--- config.mk ---
export PLATFORM = sky130hd
export DESIGN_NAME = julian_date_sidereal_time_clock
export DESIGN_NICKNAME = d
export VERILOG_FILES = /design/src/jdst_pkg.sv /design/src/jdst_div.sv /design/src/jdst_mul.sv /design/src/julian_date_sidereal_time_clock.sv
export SDC_FILE = /design/constraint.sdc
export NUM_CORES = 2
export LEC_CHECK = 0
export BUFFER_PORTS_ARGS = -buffer_cell sky130_fd_sc_hd__buf_2
export CAP_MARGIN = 25
export CORE_MARGIN = 1.5
export CORE_UTILIZATION = 40
export DETAILED_ROUTE_END_ITERATION = 10
export SLEW_MARGIN = 20
export SYNTH_ARGS = -nofsm -noshare
export SYNTH_HDL_FRONTEND = slang
export SYNTH_SLANG_ARGS = --single-unit
--- constraint.sdc ---
create_clock -name clk_i -period 37.8 [get_ports clk_i]
set_input_delay 7.56 -clock clk_i [delete_from_list [all_inputs] [get_ports clk_i]]
set_output_delay 7.56 -clock clk_i [all_outputs]
set_load 0.05 [all_outputs]
--- src/jdst_pkg.sv ---
// Package for the Julian date and sidereal angle clock.
// Holds payload structs, unit request types, state codes and fixed-point constants.
// No dependencies.
package jdst_pkg;

  localparam int unsigned DIV_W   = 144;
  localparam int unsigned DEN_W   = 57;
  localparam int unsigned CNT_W   = 8;
  localparam int unsigned MUL_A_W = 64;
  localparam int unsigned MUL_B_W = 48;
  localparam int unsigned MUL_P_W = MUL_A_W + MUL_B_W;
  localparam int unsigned LON_W   = 33;
  localparam int unsigned HORN_STEPS = 5;

  typedef struct packed {
    logic               operation;
    logic [4:0]         day;
    logic [3:0]         month;
    logic [11:0]        year;
    logic [4:0]         hour;
    logic [5:0]         minute;
    logic [15:0]        second_ms;
    logic signed [31:0] step_ms;
  } jdst_in_t;

  typedef struct packed {
    logic [63:0]        julian_date;
    logic signed [63:0] days_since_j2000;
    logic signed [63:0] centuries_since_j2000;
    logic signed [63:0] years_since_j2000;
    logic [31:0]        sidereal_angle;
  } jdst_out_t;

  typedef struct packed {
    logic             start;
    logic [DIV_W-1:0] word;
    logic [DEN_W-1:0] den;
    logic [CNT_W-1:0] n;
  } div_req_t;

  typedef struct packed {
    logic        done;
    logic [63:0] q;
  } div_rsp_t;

  typedef struct packed {
    logic               start;
    logic [MUL_A_W-1:0] a;
    logic [MUL_B_W-1:0] b;
  } mul_req_t;

  typedef struct packed {
    logic               done;
    logic [MUL_P_W-1:0] p;
  } mul_rsp_t;

  typedef enum logic [3:0] {
    ST_IDLE,
    ST_CDIV,
    ST_FRAC,
    ST_CENT,
    ST_YEAR,
    ST_FMUL,
    ST_FDIV,
    ST_HORN,
    ST_PDIV,
    ST_LDIV,
    ST_OUT
  } jdst_state_e;

  // floor(num * 2^extra / den) mod 2^64, elaboration only
  function automatic logic [63:0] const_div(logic [63:0] num, logic [63:0] den,
                                            int unsigned extra);
    logic [64:0] rem;
    logic [63:0] q;
    logic [63:0] sh;
    int unsigned i;
    rem = '0;
    q   = '0;
    sh  = num;
    for (i = 0; i < 64 + extra; i++) begin
      rem = {rem[63:0], sh[63]};
      sh  = {sh[62:0], 1'b0};
      q   = {q[62:0], 1'b0};
      if (rem >= {1'b0, den}) begin
        rem  = rem - {1'b0, den};
        q[0] = 1'b1;
      end
    end
    return q;
  endfunction

  localparam logic [63:0] J2000_RAW = {32'd2451545, 32'd0};
  localparam logic [63:0] ERA_K0    = const_div(64'd7790572732640, 64'd10000000000000, 64);
  localparam logic [47:0] ERA_RATE  = 48'd273781191135448;
  localparam logic [63:0] HORN_INIT = 64'd0 - const_div(64'd368, 64'd10000000000, 40);
  localparam logic [63:0] HA0 = 64'd0 - const_div(64'd29956, 64'd1000000000, 40);
  localparam logic [63:0] HA1 = 64'd0 - const_div(64'd44, 64'd100000000, 40);
  localparam logic [63:0] HA2 = const_div(64'd13915817, 64'd10000000, 40);
  localparam logic [63:0] HA3 = const_div(64'd4612156534, 64'd1000000, 40);
  localparam logic [63:0] HA4 = const_div(64'd14506, 64'd1000000, 40);
  localparam logic [63:0] CENT_SAT = 64'd36525 << 47;
  localparam logic [63:0] YEAR_SAT = 64'd1461 << 45;
  localparam logic [63:0] POLY_LIM = 64'd1 << 55;

  localparam logic [DEN_W-1:0] DEN_CENTURY = 57'd100;
  localparam logic [DEN_W-1:0] DEN_DAY_MS  = 57'd86400000;
  localparam logic [DEN_W-1:0] DEN_JCENT   = 57'd36525;
  localparam logic [DEN_W-1:0] DEN_4YEAR   = 57'd1461;
  localparam logic [DEN_W-1:0] DEN_ERA     = 57'd100000000000000000;
  localparam logic [DEN_W-1:0] DEN_ARCSEC  = 57'd1296000;
  localparam logic [DEN_W-1:0] DEN_DEG     = 57'd360;

  function automatic logic [63:0] horn_add(logic [2:0] k);
    logic [63:0] r;
    case (k)
      3'd0:    r = HA0;
      3'd1:    r = HA1;
      3'd2:    r = HA2;
      3'd3:    r = HA3;
      3'd4:    r = HA4;
      default: r = '0;
    endcase
    return r;
  endfunction

  // floor(30.6001 * (mm + 1))
  function automatic logic [8:0] month_days(logic [3:0] mm);
    logic [8:0] r;
    case (mm)
      4'd0:    r = 9'd30;
      4'd1:    r = 9'd61;
      4'd2:    r = 9'd91;
      4'd3:    r = 9'd122;
      4'd4:    r = 9'd153;
      4'd5:    r = 9'd183;
      4'd6:    r = 9'd214;
      4'd7:    r = 9'd244;
      4'd8:    r = 9'd275;
      4'd9:    r = 9'd306;
      4'd10:   r = 9'd336;
      4'd11:   r = 9'd367;
      4'd12:   r = 9'd397;
      4'd13:   r = 9'd428;
      4'd14:   r = 9'd459;
      default: r = 9'd489;
    endcase
    return r;
  endfunction

endpackage

--- src/jdst_div.sv ---
// Bit-serial restoring divider, one quotient bit per cycle.
// Depends on jdst_pkg for request and response types.
module jdst_div import jdst_pkg::*; (
  input  logic     clk_i,
  input  logic     rst_ni,
  input  div_req_t req_i,
  output div_rsp_t rsp_o
);

  logic [DIV_W-1:0] word_q, word_d;
  logic [DEN_W-1:0] den_q, den_d;
  logic [DEN_W-1:0] rem_q, rem_d;
  logic [63:0]      quo_q, quo_d;
  logic [CNT_W-1:0] cnt_q, cnt_d;
  logic             busy_q, busy_d;
  logic             done_q, done_d;
  logic [DEN_W:0]   trial;
  logic [DEN_W:0]   diff;
  logic             ge;

  always_comb begin
    trial  = {rem_q, word_q[DIV_W-1]};
    diff   = trial - {1'b0, den_q};
    ge     = trial >= {1'b0, den_q};
    word_d = word_q;
    den_d  = den_q;
    rem_d  = rem_q;
    quo_d  = quo_q;
    cnt_d  = cnt_q;
    busy_d = busy_q;
    done_d = 1'b0;
    if (req_i.start) begin
      word_d = req_i.word;
      den_d  = req_i.den;
      rem_d  = '0;
      quo_d  = '0;
      cnt_d  = req_i.n;
      busy_d = 1'b1;
    end else if (busy_q) begin
      word_d = {word_q[DIV_W-2:0], 1'b0};
      rem_d  = ge ? diff[DEN_W-1:0] : trial[DEN_W-1:0];
      quo_d  = {quo_q[62:0], ge};
      cnt_d  = cnt_q - 1'b1;
      if (cnt_q == CNT_W'(1)) begin
        busy_d = 1'b0;
        done_d = 1'b1;
      end
    end
  end

  always_ff @(posedge clk_i or negedge rst_ni) begin
    if (!rst_ni) begin
      busy_q <= 1'b0;
      done_q <= 1'b0;
      cnt_q  <= '0;
    end else begin
      busy_q <= busy_d;
      done_q <= done_d;
      cnt_q  <= cnt_d;
    end
  end

  always_ff @(posedge clk_i) begin
    word_q <= word_d;
    den_q  <= den_d;
    rem_q  <= rem_d;
    quo_q  <= quo_d;
  end

  assign rsp_o.done = done_q;
  assign rsp_o.q    = quo_q;

endmodule

--- src/jdst_mul.sv ---
// Bit-serial shift-add multiplier, one multiplier bit per cycle.
// Depends on jdst_pkg for request and response types.
module jdst_mul import jdst_pkg::*; (
  input  logic     clk_i,
  input  logic     rst_ni,
  input  mul_req_t req_i,
  output mul_rsp_t rsp_o
);

  localparam int unsigned MC_W = $clog2(MUL_B_W + 1);

  logic [MUL_P_W-1:0] p_q, p_d;
  logic [MUL_A_W-1:0] a_q, a_d;
  logic [MC_W-1:0]    cnt_q, cnt_d;
  logic               busy_q, busy_d;
  logic               done_q, done_d;
  logic [MUL_A_W:0]   upper;

  always_comb begin
    upper  = {1'b0, p_q[MUL_P_W-1:MUL_B_W]} + (p_q[0] ? {1'b0, a_q} : '0);
    p_d    = p_q;
    a_d    = a_q;
    cnt_d  = cnt_q;
    busy_d = busy_q;
    done_d = 1'b0;
    if (req_i.start) begin
      p_d    = {{MUL_A_W{1'b0}}, req_i.b};
      a_d    = req_i.a;
      cnt_d  = MC_W'(MUL_B_W);
      busy_d = 1'b1;
    end else if (busy_q) begin
      p_d   = {upper, p_q[MUL_B_W-1:1]};
      cnt_d = cnt_q - 1'b1;
      if (cnt_q == MC_W'(1)) begin
        busy_d = 1'b0;
        done_d = 1'b1;
      end
    end
  end

  always_ff @(posedge clk_i or negedge rst_ni) begin
    if (!rst_ni) begin
      busy_q <= 1'b0;
      done_q <= 1'b0;
      cnt_q  <= '0;
    end else begin
      busy_q <= busy_d;
      done_q <= done_d;
      cnt_q  <= cnt_d;
    end
  end

  always_ff @(posedge clk_i) begin
    p_q <= p_d;
    a_q <= a_d;
  end

  assign rsp_o.done = done_q;
  assign rsp_o.p    = p_q;

endmodule

--- src/julian_date_sidereal_time_clock.sv ---
// Julian date and local sidereal angle clock. Each item (a calendar set or a
// millisecond step) yields one result: the Julian date, offsets from J2000 and
// the local sidereal angle. One item is in work at a time. The bit-serial divider
// runs seven divisions for a set and six for an advance, and the bit-serial
// multiplier forms six products. A finished result waits in the output register
// while the next item is accepted. Longitude is written on its own channel; the
// user must write it only while the block is idle, and the block itself does
// not enforce this.
// Depends on jdst_pkg, jdst_div and jdst_mul.
module julian_date_sidereal_time_clock import jdst_pkg::*; (
  input  logic             clk_i,
  input  logic             rst_ni,
  input  logic             in_valid_i,
  output logic             in_ready_o,
  input  jdst_in_t         in_data_i,
  output logic             out_valid_o,
  input  logic             out_ready_i,
  output jdst_out_t        out_data_o,
  input  logic             cfg_valid_i,
  output logic             cfg_ready_o,
  input  logic [LON_W-1:0] cfg_data_i
);

  jdst_state_e state_q, state_d;
  jdst_in_t    item_q;
  logic [LON_W-1:0] lon_q;
  logic [63:0] jd_q, jd_d;
  logic [63:0] cent_q, cent_d;
  logic [63:0] years_q, years_d;
  logic [63:0] sum_q, sum_d;
  logic [63:0] acc_q, acc_d;
  logic [5:0]  c_q, c_d;
  logic [2:0]  k_q, k_d;
  logic        go_q, go_d;
  jdst_out_t   out_q;
  logic        out_valid_q;
  logic        out_load;

  div_req_t div_req;
  div_rsp_t div_rsp;
  mul_req_t mul_req;
  mul_rsp_t mul_rsp;
  logic     unit_done;
  logic     in_acc;

  logic        adj;
  logic [11:0] a_div;
  logic [13:0] ax;
  logic [24:0] ay;
  logic [31:0] whole;
  logic [31:0] ms;
  logic [63:0] set_num;
  logic [31:0] step_mag;
  logic [63:0] adv_num;
  logic [63:0] days, dmag, amag, cmag, cclamp, q_neg, r_mul;
  logic [LON_W-1:0] lmag;
  logic [MUL_B_W-1:0] t_mag;
  logic        dneg, aneg, cneg, lneg;

  jdst_div u_div (.clk_i, .rst_ni, .req_i(div_req), .rsp_o(div_rsp));
  jdst_mul u_mul (.clk_i, .rst_ni, .req_i(mul_req), .rsp_o(mul_rsp));

  assign in_ready_o  = (state_q == ST_IDLE);
  assign in_acc      = in_valid_i && in_ready_o;
  assign cfg_ready_o = 1'b1;
  assign out_valid_o = out_valid_q;
  assign out_data_o  = out_q;
  assign out_load    = (state_q == ST_OUT) && (!out_valid_q || out_ready_i);
  assign unit_done   = div_rsp.done || mul_rsp.done;

  always_comb begin
    adj      = (item_q.month == 4'd1) || (item_q.month == 4'd2);
    a_div    = (adj && item_q.year == 12'd0) ? 12'd0 : item_q.year - {11'd0, adj};
    ax       = {2'b00, item_q.year} + 14'd4716 - {13'd0, adj};
    ay       = 25'(ax) * 25'd1461;
    whole    = 32'(ay[24:2]) + 32'(month_days(item_q.month + (adj ? 4'd12 : 4'd0)))
               + 32'(item_q.day) + 32'd2 + 32'(c_q[5:2]) - 32'(c_q) - 32'd1525;
    ms       = 32'(item_q.hour) * 32'd3600000 + 32'(item_q.minute) * 32'd60000
               + 32'(item_q.second_ms);
    set_num  = {ms, 32'd0} + 64'd43200000;
    step_mag = item_q.step_ms[31] ? 32'd0 - item_q.step_ms : item_q.step_ms;
    adv_num  = {step_mag, 32'd0} + 64'd43200000;
    days     = jd_q - J2000_RAW;
    dneg     = days[63];
    dmag     = dneg ? 64'd0 - days : days;
    aneg     = acc_q[63];
    amag     = aneg ? 64'd0 - acc_q : acc_q;
    cneg     = cent_q[63];
    cmag     = cneg ? 64'd0 - cent_q : cent_q;
    cclamp   = (cmag > POLY_LIM) ? POLY_LIM : cmag;
    t_mag    = cclamp[55:8];
    lneg     = lon_q[LON_W-1];
    lmag     = lneg ? {LON_W{1'b0}} - lon_q : lon_q;
    q_neg    = 64'd0 - div_rsp.q;
    r_mul    = mul_rsp.p[103:40];
  end

  always_comb begin
    state_d = state_q;
    unique case (state_q)
      ST_IDLE: if (in_acc) state_d = in_data_i.operation ? ST_FRAC : ST_CDIV;
      ST_CDIV: if (unit_done) state_d = ST_FRAC;
      ST_FRAC: if (unit_done) state_d = ST_CENT;
      ST_CENT: if (unit_done) state_d = ST_YEAR;
      ST_YEAR: if (unit_done) state_d = ST_FMUL;
      ST_FMUL: if (unit_done) state_d = ST_FDIV;
      ST_FDIV: if (unit_done) state_d = ST_HORN;
      ST_HORN: if (unit_done && k_q == 3'(HORN_STEPS - 1)) state_d = ST_PDIV;
      ST_PDIV: if (unit_done) state_d = ST_LDIV;
      ST_LDIV: if (unit_done) state_d = ST_OUT;
      ST_OUT:  if (out_load) state_d = ST_IDLE;
      default: state_d = ST_IDLE;
    endcase
  end

  always_comb begin
    div_req       = '0;
    mul_req       = '0;
    go_d          = go_q;
    jd_d          = jd_q;
    cent_d        = cent_q;
    years_d       = years_q;
    sum_d         = sum_q;
    acc_d         = acc_q;
    c_d           = c_q;
    k_d           = k_q;
    div_req.start = 1'b0;
    unique case (state_q)
      ST_CDIV: begin
        div_req.word = {a_div, 132'd0};
        div_req.den  = DEN_CENTURY;
        div_req.n    = CNT_W'(12);
      end
      ST_FRAC: begin
        div_req.word = {item_q.operation ? adv_num : set_num, 80'd0};
        div_req.den  = DEN_DAY_MS;
        div_req.n    = CNT_W'(64);
      end
      ST_CENT: begin
        div_req.word = {dmag, 80'd0};
        div_req.den  = DEN_JCENT;
        div_req.n    = CNT_W'(80);
      end
      ST_YEAR: begin
        div_req.word = {dmag, 80'd0};
        div_req.den  = DEN_4YEAR;
        div_req.n    = CNT_W'(82);
      end
      ST_FMUL: begin
        mul_req.a = dmag;
        mul_req.b = ERA_RATE;
      end
      ST_FDIV: begin
        div_req.word = {mul_rsp.p, 32'd0};
        div_req.den  = DEN_ERA;
        div_req.n    = CNT_W'(144);
      end
      ST_HORN: begin
        mul_req.a = amag;
        mul_req.b = t_mag;
      end
      ST_PDIV: begin
        div_req.word = {amag, 80'd0};
        div_req.den  = DEN_ARCSEC;
        div_req.n    = CNT_W'(88);
      end
      ST_LDIV: begin
        div_req.word = {lmag, 111'd0};
        div_req.den  = DEN_DEG;
        div_req.n    = CNT_W'(73);
      end
      default: ;
    endcase

    if (state_q != ST_IDLE && state_q != ST_OUT) begin
      if (!go_q) begin
        go_d = 1'b1;
        if (state_q == ST_FMUL || state_q == ST_HORN) mul_req.start = 1'b1;
        else div_req.start = 1'b1;
      end else if (unit_done) begin
        go_d = 1'b0;
      end
    end

    if (unit_done) begin
      unique case (state_q)
        ST_CDIV: c_d = div_rsp.q[5:0];
        ST_FRAC: begin
          if (!item_q.operation) jd_d = {whole, 32'h8000_0000} + div_rsp.q;
          else if (item_q.step_ms[31]) jd_d = jd_q - div_rsp.q;
          else jd_d = jd_q + div_rsp.q;
        end
        ST_CENT: begin
          if (dmag >= CENT_SAT) cent_d = dneg ? 64'h8000_0000_0000_0000 : 64'h7FFF_FFFF_FFFF_FFFF;
          else cent_d = dneg ? q_neg : div_rsp.q;
          sum_d = ERA_K0 + {days[31:0], 32'd0};
        end
        ST_YEAR: begin
          if (dmag >= YEAR_SAT) years_d = dneg ? 64'h8000_0000_0000_0000 : 64'h7FFF_FFFF_FFFF_FFFF;
          else years_d = dneg ? q_neg : div_rsp.q;
        end
        ST_FDIV: begin
          sum_d = sum_q + (dneg ? q_neg : div_rsp.q);
          acc_d = HORN_INIT;
          k_d   = '0;
        end
        ST_HORN: begin
          acc_d = ((aneg ^ cneg) ? 64'd0 - r_mul : r_mul) + horn_add(k_q);
          k_d   = k_q + 3'd1;
        end
        ST_PDIV: sum_d = sum_q + (aneg ? q_neg : div_rsp.q);
        ST_LDIV: sum_d = sum_q + (lneg ? q_neg : div_rsp.q);
        default: ;
      endcase
    end
  end

  always_ff @(posedge clk_i or negedge rst_ni) begin
    if (!rst_ni) begin
      state_q     <= ST_IDLE;
      go_q        <= 1'b0;
      k_q         <= '0;
      out_valid_q <= 1'b0;
      jd_q        <= J2000_RAW;
      lon_q       <= '0;
    end else begin
      state_q <= state_d;
      go_q    <= go_d;
      k_q     <= k_d;
      jd_q    <= jd_d;
      if (cfg_valid_i) lon_q <= cfg_data_i;
      if (out_load) out_valid_q <= 1'b1;
      else if (out_ready_i) out_valid_q <= 1'b0;
    end
  end

  always_ff @(posedge clk_i) begin
    if (in_acc) item_q <= in_data_i;
    cent_q  <= cent_d;
    years_q <= years_d;
    sum_q   <= sum_d;
    acc_q   <= acc_d;
    c_q     <= c_d;
    if (out_load) begin
      out_q.julian_date           <= jd_q;
      out_q.days_since_j2000      <= days;
      out_q.centuries_since_j2000 <= cent_q;
      out_q.years_since_j2000     <= years_q;
      out_q.sidereal_angle        <= 32'((sum_q + 64'h8000_0000) >> 32);
    end
  end

`ifndef SYNTH
  a_accept_busy: assert property (@(posedge clk_i) disable iff (!rst_ni)
    in_acc |=> !in_ready_o)
    else $error("block still ready after taking an item");

  a_out_wait: assert property (@(posedge clk_i) disable iff (!rst_ni)
    (state_q == ST_OUT && out_valid_q && !out_ready_i) |=> state_q == ST_OUT)
    else $error("result left while output register full");

  a_go_state: assert property (@(posedge clk_i) disable iff (!rst_ni)
    go_q |-> (state_q != ST_IDLE && state_q != ST_OUT))
    else $error("unit in flight outside a unit state");

  a_horn_count: assert property (@(posedge clk_i) disable iff (!rst_ni)
    state_q == ST_HORN |-> k_q < 3'(HORN_STEPS))
    else $error("Horner step count overran");
`endif

endmodule
==> impl_metrics.yaml <==
worst_setup_path:
  slowest_delay_ns: 0.61
  timing.reg2reg.worst_path_depth: 53
  r2r_setup_slack_ns: 23.96
  crit_required_ns: 38.50
  cp_slowest_cell: "nor3_1"
  path_buf_inv: 7
  cp_max_fo: 6
  critPathCaptureType: "flip-flop"
  startpoint_type: "flip-flop"
  path_delay_family: "adder cells"
  rr_startpoint: "item_q[72]"
  cp_common_cell: "ha_1"
  crit_type: "flip-flop to flip-flop"
  crit_arrival_ns: 14.54
  r2r-end: "jd_q[63]"
outcome:
  violations: "design-rule violations"
  status: "finished, violations left"
cts:
  cts_num_sinks: 1149
  cts_resized: 0
  clock_path_buffers: 3
  cts_setup_buffers: 0
  cts_made_buffers: 139
  cts_hold_buf: 0
  clkTransAtPathRegs_ns: 0.07
  cts_root_buf: "clkbuf_16"
  cts_tree: "built"
  insertion_delay_ns: 0.84
  htree_levels: 4
sta:
  clock_skew_ns: 0.0477
  hold_viol_final: 0
  period_share_pct: 36.6
  worstMarginPinSlew_ns: 1.14
  relSlewSlack_pct: 24.3
  fin_tns_setup_ns: 0
  final-setup-viol-count: 0
  rsz0062_at_grt: "no"
  min_period_ns: 13.84
  fmaxAchievable_mhz: 72.3
  drv_slew: 0
grt:
  antenna_found_initial: 43
  use_met1_pct: 38.1
  grtUsageTotal_pct: 28.1
  grtUsageMet3_pct: 4.92
  grt_pass1_vias: 69758
  grt_pass1_wl_um: 459000
  grt.busiest_layer: "met2"
  overflow: 0
  grt_max_degree: 153
  met2_usage_pct: 43.2
die:
  core_sq_um: 212000
  die_h_um: 466
  die_area_sq_um: 217000
  row_count: 169
  die_w_um: 466
  ios: 410
  start_util_pct: 40.3
yosys:
  synth_seq_cells: 1149
  ys_seq_area_share_pct: 37.4
  synth_cell_types: 104
  yosysWarnings: 0
  synth_ff_type: "edfxtp_1"
  syn_inst: 9388
  yosys.area.top_type: "edfxtp_1"
  synthArstFlopShare_pct: 10.8
  syn_area_sq_um: 85600
  avgSynthCellArea_sq_um: 9.12
  synthTopCellsByArea: "edfxtp_1, ha_1, xnor2_1"
  syn_nets: 10219
  yosysMostFrequentCell: "nor2_1"
  yosysTopAreaCellShare_pct: 29.5
  netlist_top_cells_count: "nor2_1, edfxtp_1, a21oi_1, nand2_1, o21ai_0"
  synth_edf_count: 840
routing:
  drcViolationCount: 32
  vias_per_cell: 5.93
  drtAntennaViolNets: 0
  firstDrtPassIters: 11
  routed_wl_um: 314000
  num_vias: 73956
  drt_iter0_drc: 7814
  wl_per_cell_um: 25.2
worst_hold_path:
  min_to: "out_data_o[67]"
  min_from: "years_q[35]"
  min_path_cells: 0
  min_path_type: "flip-flop to flip-flop"
final_layout:
  area_delta_synth_final_pct: 11.0
  multi_input_area_sq_um: 49800
  nets: 10342
  n_fill_cell: 20568
  regArea_sq_um: 32100
  drive_above_1_share_pct: 9.70
placed_design:
  port_buffers: 408
  place.gp.congestion: 0.997
  post-dp-hpwl_um: 239000
flow_run:
  maxCapViolCount: 0
## how the worst max path moves through the flow
stage,start,endpoint,slack (ns),depth (start not counted)
floorplan,out_ready_i,out_data_o[0],10.44,2
global placement,item_q[72],jd_q[63],24.20,54
detailed placement,item_q[72],jd_q[63],24.06,53
CTS,item_q[72],jd_q[63],24.00,53
global route,item_q[72],jd_q[63],23.07,55
finish,item_q[72],jd_q[63],23.96,53
## worst reg2reg max path, delay by kind of cell, from the launching register on
kind            cells  cell delay, ns
buf+inv             7            0.69
flops               1            0.48
compound gates     12            2.62
xor+xnor            5            1.16
simple gates       16            4.21
fa+ha+maj          13            4.58
## cell type report
cell class	instances	area share, %
Antenna cell	13	0.0342
Clock buffer	176	3.92
Sequential cell	1149	33.7
Timing Repair Buffer	535	3.22
Clock inverter	84	1.16
Tap cell	2821	3.72
Multi-Input combinational cell	7241	52.4
Inverter	445	1.77
## flip-flops by register name, indices dropped and copies added (netlist names), 81 cells and up
name and flops:
out_data_o 256, u_div.word_q 112, u_mul.p_q 112, item_q 81
## logic make-up (layout without fill, tap and decap cells)
| group | after synthesis | count (layout) | synth area share (%) |
|---|---|---|---|
| compound gates | 2623 | 2623 | 19.2 |
| simple gates | 2756 | 2756 | 15.3 |
| other cells | 1 | 14 | 0.00438 |
| mux | 206 | 206 | 2.46 |
| fa+ha+maj | 714 | 714 | 11.4 |
| xor+xnor | 941 | 941 | 9.63 |
| flops | 1149 | 1149 | 37.4 |
| buf+inv | 998 | 1240 | 4.58 |
## metrics by stage
stage	utilization [%]	setup WS (ns)	instances	cell area, sq um	hold WS [ns]
finish	44.7	23.96	12464	95000	0.403
global route	44.7	23.07	12452	95000	0.423
CTS	44.7	24.00	12447	94900	0.410
detailed placement	42.4	24.06	12187	90100	0.406
global placement	42.4	24.20	12186	90100	0.407
floorplan	-	10.44	9388	85600	0.400
## routing by layer
| layer | vias to the layer above | wire length, um |
|---|---|---|
| met1 | 36020 | 135000 |
| met5 | - | 170 |
| met3 | 627 | 24500 |
| met2 | 3153 | 138000 |
| met4 | 24 | 16700 |
| li1 | 34132 | - |
## placed cells by master, fill, tap and decap left out, drive strengths merged, types with 181 or more instances in the layout
cell	n
a21oi	805
buf	534
nor3	181
ha	606
inv	454
a21o	241
dfxtp	185
xnor2	559
xor2	382
nand2	792
edfxtp	840
o21ai	679
nor2	845
Power is left out: the tool's default activity adds up to more than one toggle a clock period on the data nets, which glitch-free logic cannot reach.
